[config.mk]
export PLATFORM = sky130hd
export DESIGN_NAME = interval_merge_engine
export DESIGN_NICKNAME = d
export VERILOG_FILES = /design/src/design/imerge_pkg.sv /design/src/design/imerge_cell.sv /design/src/design/imerge_run.sv /design/src/design/interval_merge_engine.sv
export SDC_FILE = /design/constraint.sdc
export NUM_CORES = 2
export LEC_CHECK = 0
export ABC_AREA = 1
export BUFFER_PORTS_ARGS = -buffer_cell sky130_fd_sc_hd__clkbuf_2
export CORE_ASPECT_RATIO = 0.5
export CORE_UTILIZATION = 40
export CTS_BUF_LIST = sky130_fd_sc_hd__clkbuf_16
export DETAILED_ROUTE_END_ITERATION = 6
export PLACE_DENSITY = 0.56
export SETUP_SLACK_MARGIN = 0.2
export SYNTH_ARGS = -nofsm -noshare
export SYNTH_HDL_FRONTEND = slang
export SYNTH_SLANG_ARGS = --single-unit
[constraint.sdc]
create_clock -name i_clk -period 6 [get_ports i_clk]
set_input_delay 0.6 -clock i_clk [delete_from_list [all_inputs] [get_ports i_clk]]
set_output_delay 0.6 -clock i_clk [all_outputs]
set_load 0.02 [all_outputs]
[src/design/imerge_pkg.sv]
package imerge_pkg;

    localparam int MAX_INTERVALS = 16;
    localparam int COORD_WIDTH   = 32;
    localparam int FIELD_W       = 32;

    typedef struct packed {
        logic                          valid;
        logic signed [COORD_WIDTH-1:0] lo;
        logic signed [COORD_WIDTH-1:0] hi;
    } t_span;

    typedef struct packed {
        logic insert;   // new interval enters the chain this cycle
        logic shift;    // chain moves one cell toward the head
    } t_cell_ctl;

    typedef enum logic [1:0] {
        S_FILL  = 2'b01,
        S_DRAIN = 2'b10
    } t_state;

    function automatic logic [FIELD_W-1:0] zext(input logic [COORD_WIDTH-1:0] v);
        logic [FIELD_W-1:0] r;
        r = '0;
        r[COORD_WIDTH-1:0] = v;
        return r;
    endfunction

endpackage

[src/design/imerge_cell.sv]
module imerge_cell
    import imerge_pkg::*;
(
    input  logic      i_clk,
    input  logic      i_rst_n,
    input  t_cell_ctl i_ctl,
    input  t_span     i_new,
    input  t_span     i_prev,
    input  logic      i_prev_take,
    input  t_span     i_next,
    output t_span     o_cell,
    output logic      o_take
);

    t_span r_cell;
    t_span n_cell;

    // Strict compare keeps equal starts in arrival order.
    assign o_take = !r_cell.valid || (r_cell.lo > i_new.lo);
    assign o_cell = r_cell;

    always_comb begin
        n_cell = r_cell;
        if (i_ctl.shift) begin
            n_cell = i_next;
        end else if (i_ctl.insert && o_take) begin
            n_cell = i_prev_take ? i_prev : i_new;
        end
    end

    always_ff @(posedge i_clk) begin
        if (!i_rst_n) begin
            r_cell.valid <= 1'b0;
        end else begin
            r_cell.valid <= n_cell.valid;
        end
        r_cell.lo <= n_cell.lo;
        r_cell.hi <= n_cell.hi;
    end

endmodule

[src/design/imerge_run.sv]
module imerge_run
    import imerge_pkg::*;
(
    input  logic                 i_clk,
    input  logic                 i_rst_n,
    input  logic                 i_active,
    input  t_span                i_head,
    input  logic                 i_dropped,
    output logic                 o_advance,
    output logic                 o_done,
    output logic                 m_axis_tvalid,
    input  logic                 m_axis_tready,
    output logic [2*FIELD_W-1:0] m_axis_tdata,
    output logic                 m_axis_tlast,
    output logic                 m_axis_tuser
);

    t_span               r_run;
    logic                r_out_valid;
    logic [2*FIELD_W-1:0] r_out_data;
    logic                r_out_last;
    logic                r_out_ovf;

    t_span               n_run;
    logic                n_out_valid;
    logic                emit;
    logic                emit_last;
    logic                out_free;

    assign out_free  = !r_out_valid || m_axis_tready;
    assign o_advance = i_active && out_free;
    assign o_done    = o_advance && !i_head.valid;

    always_comb begin
        n_run     = r_run;
        emit      = 1'b0;
        emit_last = 1'b0;
        if (o_advance) begin
            if (!i_head.valid) begin
                emit      = 1'b1;
                emit_last = 1'b1;
                n_run.valid = 1'b0;
            end else if (!r_run.valid) begin
                n_run = i_head;
            end else if (i_head.lo <= r_run.hi) begin
                if (i_head.hi > r_run.hi) begin
                    n_run.hi = i_head.hi;
                end
            end else begin
                emit  = 1'b1;
                n_run = i_head;
            end
        end
        n_out_valid = emit ? 1'b1 : (r_out_valid && !m_axis_tready);
    end

    always_ff @(posedge i_clk) begin
        if (!i_rst_n) begin
            r_run.valid <= 1'b0;
            r_out_valid <= 1'b0;
        end else begin
            r_run.valid <= n_run.valid;
            r_out_valid <= n_out_valid;
        end
        r_run.lo <= n_run.lo;
        r_run.hi <= n_run.hi;
        if (emit) begin
            r_out_data <= {zext(r_run.hi), zext(r_run.lo)};
            r_out_last <= emit_last;
            r_out_ovf  <= i_dropped;
        end
    end

    assign m_axis_tvalid = r_out_valid;
    assign m_axis_tdata  = r_out_data;
    assign m_axis_tlast  = r_out_last;
    assign m_axis_tuser  = r_out_ovf;

endmodule

[src/design/interval_merge_engine.sv]
// Interval merge engine.
// Slave stream: one closed interval per transaction; tdata carries start in
// [31:0] and end in [63:32], tlast marks the final interval of a set.
// Intervals are inserted into a chain of MAX_INTERVALS cells kept ordered by
// start (equal starts keep arrival order); the slave side takes one interval
// per cycle while a set is being loaded. Intervals arriving when the chain is
// full are dropped and the set's overflow flag is raised.
// After the transaction with tlast, s_axis_tready drops and the chain shifts
// toward its head into a merge unit, one cell per cycle while the output
// register can take a result. Each merged interval leaves through a single
// output register as one master transaction (tdata = start [31:0], end
// [63:32]; tlast on the final one of the set; tuser = overflow). A stalled
// receiver freezes the drain: the chain and the running interval hold until
// the output register frees up.
// The slave side opens again in the cycle after the final result is loaded.
// Reset (synchronous, active low) empties the chain, clears the overflow flag
// and discards any pending result.
module interval_merge_engine
    import imerge_pkg::*;
(
    input  logic                 i_clk,
    input  logic                 i_rst_n,
    input  logic                 s_axis_tvalid,
    output logic                 s_axis_tready,
    input  logic [2*FIELD_W-1:0] s_axis_tdata,  // interval_start, interval_end
    input  logic                 s_axis_tlast,  // set_last
    output logic                 m_axis_tvalid,
    input  logic                 m_axis_tready,
    output logic [2*FIELD_W-1:0] m_axis_tdata,  // merged_start, merged_end
    output logic                 m_axis_tlast,  // run_last
    output logic                 m_axis_tuser   // overflow
);

    t_state    r_state;
    t_state    n_state;
    logic      r_dropped;
    logic      n_dropped;

    t_span     new_span;
    t_cell_ctl ctl;
    t_span     cells [MAX_INTERVALS];
    logic      takes [MAX_INTERVALS];
    logic      accept;
    logic      full;
    logic      advance;
    logic      done;

    assign s_axis_tready = (r_state == S_FILL);
    assign accept        = s_axis_tvalid && s_axis_tready;
    assign full          = cells[MAX_INTERVALS-1].valid;

    // Only the low COORD_WIDTH bits of each coordinate count.
    assign new_span.valid = 1'b1;
    assign new_span.lo    = s_axis_tdata[COORD_WIDTH-1:0];
    assign new_span.hi    = s_axis_tdata[FIELD_W+COORD_WIDTH-1:FIELD_W];

    assign ctl.insert = accept && !full;
    assign ctl.shift  = advance;

    // Ordered cell chain: insert broadcasts the new interval, shift drains
    // toward cell 0.
    for (genvar g = 0; g < MAX_INTERVALS; g++) begin : g_cell
        t_span prev_cell;
        logic  prev_take;
        t_span next_cell;
        if (g == 0) begin : g_head
            assign prev_cell = new_span;
            assign prev_take = 1'b0;
        end else begin : g_body
            assign prev_cell = cells[g-1];
            assign prev_take = takes[g-1];
        end
        if (g == MAX_INTERVALS - 1) begin : g_tail
            assign next_cell = '0;
        end else begin : g_inner
            assign next_cell = cells[g+1];
        end
        imerge_cell u_cell (
            .i_clk       (i_clk),
            .i_rst_n     (i_rst_n),
            .i_ctl       (ctl),
            .i_new       (new_span),
            .i_prev      (prev_cell),
            .i_prev_take (prev_take),
            .i_next      (next_cell),
            .o_cell      (cells[g]),
            .o_take      (takes[g])
        );
    end

    imerge_run u_run (
        .i_clk         (i_clk),
        .i_rst_n       (i_rst_n),
        .i_active      (r_state == S_DRAIN),
        .i_head        (cells[0]),
        .i_dropped     (r_dropped),
        .o_advance     (advance),
        .o_done        (done),
        .m_axis_tvalid (m_axis_tvalid),
        .m_axis_tready (m_axis_tready),
        .m_axis_tdata  (m_axis_tdata),
        .m_axis_tlast  (m_axis_tlast),
        .m_axis_tuser  (m_axis_tuser)
    );

    always_comb begin
        n_state   = r_state;
        n_dropped = r_dropped;
        case (r_state)
            S_FILL: begin
                // drop the interval when the chain is full, remember it
                if (accept && full) begin
                    n_dropped = 1'b1;
                end
                if (accept && s_axis_tlast) begin
                    n_state = S_DRAIN;
                end
            end
            S_DRAIN: begin
                if (done) begin
                    n_state   = S_FILL;
                    n_dropped = 1'b0;
                end
            end
            default: begin
                n_state   = S_FILL;
                n_dropped = 1'b0;
            end
        endcase
    end

    always_ff @(posedge i_clk) begin
        if (!i_rst_n) begin
            r_state   <= S_FILL;
            r_dropped <= 1'b0;
        end else begin
            r_state   <= n_state;
            r_dropped <= n_dropped;
        end
    end

endmodule
# After elaboration in Yosys (flattened, before gate mapping)
# Index checks and enable logic that the tools add are counted.
# classes
n_mux	62
magnitude_cmp	18
n_eq_ne	7
bitwise_logic	1
n_reduce_logical	78
# ops
operator	count
65-bit two-way mux	45
32-bit > comparator	17
32-bit two-way mux	3
64-bit two-way mux	1
32-bit less-or-equal comparator	1
2-bit nonzero test	15
1-bit logical AND	23
1-bit logical NOT	18
1-bit logical OR	17
1-bit two-way mux	9
3-bit AND reduction	2
2-bit two-way mux	2
2-bit by 1-bit != test with 1-bit output (second input constant)	2
2-bit != test (second input constant)	2
2-bit one-hot mux with 2 select lines	1
2-bit AND reduction	2
3-bit != test (second input constant)	1
2-bit by 1-bit == test with 1-bit output (second input constant)	1
2-bit == test (second input constant)	1
1-bit one-hot mux with 2 select lines	1
2-bit OR reduction	1
1-bit NOT	1
# totals
wordCells	223
register_bits	1175
out_inout_bits	68

# Depth between registers and ports, before layout
# logic_depth
ltp_word	6
depth_mapped	23

# Modules after synthesis
# Synthesis repeated with hierarchy kept, for this count alone.
# hier_totals
cells_unflattened	8094
area_unflattened_um2	72744.8
# by_module_without_submodules
module	cells_each	instances	seq_area_each_um2	area_per_inst_um2
imerge_cell (g_cell[0].u_cell ...)	478	13	1941.9	4169.0
imerge_cell (g_cell[7].u_cell ...)	485	3	1941.9	4255.3
imerge_run	399	1	3943.8	5626.6
interval_merge_engine	26	1	60.1	155.1

# Worst setup path before layout
# OpenSTA, ideal clock, no wires.
# synth_timing
path_kind	input to register
start	input s_axis_tdata[3]
end	register g_cell[0].u_cell.r_cell (netlist bit g_cell[0].u_cell.o_cell[0]), enable pin
setup_ps	424
cell_stages	18
path_slack_ps	1433
arrival_time_ps	4143
cell_sequence	inv_1 -> clkbuf_1 -> ha_1 -> a21oi_1 -> o21ai_0 -> nand2_1 -> nand3_1 -> nand2_1 -> nand2_1 -> nand2_1 -> nand3_1 -> nand2_1 -> nand2_1 -> nand2_1 -> buf_2 -> buf_4 -> nand2_1 -> nand2_1
# synth_between
elab_chain_len	4
# synth_lines
item	line_no	rtl
start, declared	interval_merge_engine.sv:25	input logic [2*FIELD_W-1:0] s_axis_tdata,
32-bit > comparator	imerge_cell.sv:19	assign o_take = !r_cell.valid || (r_cell.lo > i_new.lo);
1-bit logical OR	imerge_cell.sv:19	
1-bit logical AND	imerge_cell.sv:26	end else if (i_ctl.insert && o_take) begin
2-bit nonzero test (no source line)	--	
end, declared	imerge_cell.sv:15	t_span r_cell;
# Every way passes these cells.
# A chain may end at the register's enable or synchronous reset.

==> results.md <==
* Status: complete, but fails checks
* Failing checks: design-rule violations
* WP data arrival at between 4 and 5 ns
* Setup TNS at 0 ns
* Most area-consuming cells after synthesis: edfxtp_1 (45%), nand2_1 (14%), ha_1 (9.4%)
* Period utilization at 66.0%
* Leakage at around 0.038 uW
* Slew Limit Fails at 0
* Drt wl/cell at roughly 22 um
* Max Root-Sink Buffers at 3
* Nets at about 9,500
* Layout Cells excl Fill at about 11,000
* # IOs at approximately 140
* Via count at 61,228
* Clock power frac at between 20 and 30%
* Post-Syn Nets at roughly 9,600
* Final number of setup-violating endpoints at 0
* Synth Warn # at 0
* Unique masters post-synth at between 40 and 50
* Fmax at 253 MHz
* Max Cap Viol at 0
* Global route overflow at 0
* WS Path Type: in -> reg
* CTS H-tree depth at 3
* CTS clk-pin slew, worst paths at ~0.07 ns
* Sink Count at around 1,200
* First-pass GRT wire length at approximately 370,000 um
* Detailed Routing Iterations Pass 1 at 7
* Final hold violations at 0
* Yosys reg bits at 1,175
* Yosys top cell area share at a little under half
* Row count at 110
* Fin area at 79,200 um2
* Post-Place Cell Area at between 70,000 and 80,000 um2
* Fin Clk Skew at around 0.034 ns
* CP endpoint kind: flip-flop
* Post-DR vias/cell at 5.39
* Tightest Pin Transition at about 1.1 ns
* CP max FO at 27
* GRT Overall Usage at roughly a quarter
* Post-route DRC at 4
* Layout cells sized above 1 at 6.14%
* Post-synthesis cell count at just under 9,000
* DIE AREA at between 150,000 and 200,000 um2
* VDD IR max at 0.240 mV
* Sw frac at 33.4%
* Die Ht at 303 um
* Placed instance count at 11,150
* Most frequent cells in the layout: nand2_1 (2,648), inv_1 (1,295), nand3_1 (1,108)
* Reg power frac at between 40% and 50%
* Net Switching at about 8100 uW
* Iter 0 DRT Violations at approximately 6,100
* Worst hold path class: in -> reg
* Post-CTS resize count at 0
* PD cells at slightly above 300 nW/um2
* Maximum number of pins on one net before global-route repair at 209
* Post-DRT Antenna Nets at 0
* Port Buffers at roughly 140
* Critical path data required time at approximately 6.5 ns
* CP startpoint kind: input port
* Post-CTS Hold Fix Bufs at 0
* Initial core utilization at 40.3%
* R2r worst-path depth at 10
* Post-CTS setup buffers at 0
* Worst-skew pair later-pin latency at a little under 0.8 ns
* Area grow syn2layout at 9.10%
* Core region area at around 180,000 um2
* Final GP Congestion at approximately 0.89
* Area of the mapped netlist at just over 70,000 um2
* Int Power at 16,100 uW
* Total CTS buffers at ~120
* Vias in the first global route at ~58,000
* Hold depth at 3
* Initial antenna violation count at 10
* Die width at approximately 600 um
* Sequential area share after synthesis at a little under half
* TritonCTS clock tree: done
* Post-synth top area cell: edfxtp_1
* Fin crit period at approximately 4.0 ns
* Commonest non-fill, non-tap cell in the layout: nand2_1
* Detail Placement HPWL at around 170,000 um
* Clock root cell: clkbuf_16
* Max-slew headroom at approximately 23%
* # fillers at roughly 18,000
* Synth Area per Inst at about 8.1 um2
* Wirelength, routed at ~250,000 um
* RSZ-0062 raised after global routing: no
* Gate power share at 24.7%
==> path summary, 6_finish.rpt <==
check	from	to	slack, ns
hold reg to reg	u_run.r_run[62]	u_run.m_axis_tdata[30]	0.42
hold / removal	s_axis_tlast	r_state[1]	0.11
setup / recovery	s_axis_tdata[30]	g_cell[12].u_cell.o_cell[12]	2.04
setup reg to reg	g_cell[0].u_cell.o_cell[63]	u_run.m_axis_tdata[13]	2.16
==> critical path, cell delays in order <==
cell and delay, ns:
clkbuf_2 0.14, inv_1 0.60, buf_4 0.31, ha_1 0.16, nand2_1 0.07, nor2_1 0.16, nand2_1 0.13, nor3b_2 0.33
nand2_1 0.12, nand2_1 0.07, nand2_1 0.04, nand3_1 0.10, nand2_2 0.28, inv_2 0.55, buf_4 0.39, nand2_1 0.08
nand3_1 0.08, o21ai_0 0.13
==> power groups by stage <==
stage               sequential, uW  combinational [uW]  clock (uW)
CTS                          11000                5950        7290
finish                       11000                5970        7210
global placement             11200                5830           0
floorplan                    11000                4000           0
global route                 11100                6690        7550
detailed placement           11200                5920           0
==> state kept, by name, indices dropped and copies added (netlist names) <==
| signal | cells |
|---|---|
| g_cell.u_cell.o_cell | 1040 |
| r_dropped | 1 |
| r_state | 2 |
| u_run.m_axis_tdata | 64 |
| u_run.m_axis_tlast | 1 |
| u_run.m_axis_tuser | 1 |
| u_run.m_axis_tvalid | 1 |
| u_run.r_run | 65 |
==> logic make-up after synthesis <==
family	share of synthesized area, %
buffers and inverters	10.3
AO/OA/AOI/OAI	9.73
flip-flops	47.4
adder cells (fa/ha/maj)	9.37
AND/OR/NAND/NOR	23.2
==> metal layers <==
layer / up-vias / track usage, % / share of wire [%] / routed length (um)
li1: 29408 / - / - / -
met1: 29419 / 35.4 / 43 / 106000
met2: 2032 / 45.3 / 48 / 119000
met3: 365 / 2.89 / 6.2 / 15500
met4: 4 / 7.82 / 3.0 / 7430
met5: - / 0 / 0.011 / 27
==> per-stage QoR <==
step / hold slack, ns / util [%] / setup slack (ns) / power [uW]
floorplan: 0.400 / - / 1.43 / 15000
global placement: 0.402 / 42.0 / 1.36 / 17000
detailed placement: 0.405 / 42.0 / 1.40 / 17100
CTS: 0.0711 / 44.0 / 2.20 / 24200
global route: 0.107 / 44.0 / 1.81 / 25400
finish: 0.112 / 44.0 / 2.04 / 24200
==> synthesized netlist by cell type, drive strengths merged <==
| cell type | count |
|---|---|
| clkbuf | 281 |
| nand3b | 2 |
| a21oi | 345 |
| o2111ai | 1 |
| inv | 1280 |
| o21a | 25 |
| dfxtp | 85 |
| edfxtp | 1090 |
| nor2 | 180 |
| nand4 | 41 |
| a31oi | 2 |
| o21ai | 967 |
| o221ai | 2 |
| o21bai | 15 |
| ha | 544 |
| o211ai | 3 |
| nand2 | 2685 |
| nor3b | 4 |
| nor4 | 9 |
| nor3 | 9 |
| a21boi | 3 |
| or2 | 1 |
| and3 | 1 |
| o221a | 1 |
| a41oi | 1 |
| buf | 239 |
| a21o | 12 |
| nand3 | 1112 |
| a211oi | 1 |
==> layout make-up <==
class	instances	area, um2	area share (%)
multi-input cells	5966	30900	39.0
repair buffers	321	2570	3.24
inverters	1280	4820	6.09
flip-flops and latches	1175	34400	43.5
clock buffers	118	2950	3.73
clock inverters	86	537	0.678
diodes	3	7.51	0.00948
well taps	2408	3010	3.80
Note: power is estimated with default switching activity, not from simulation.
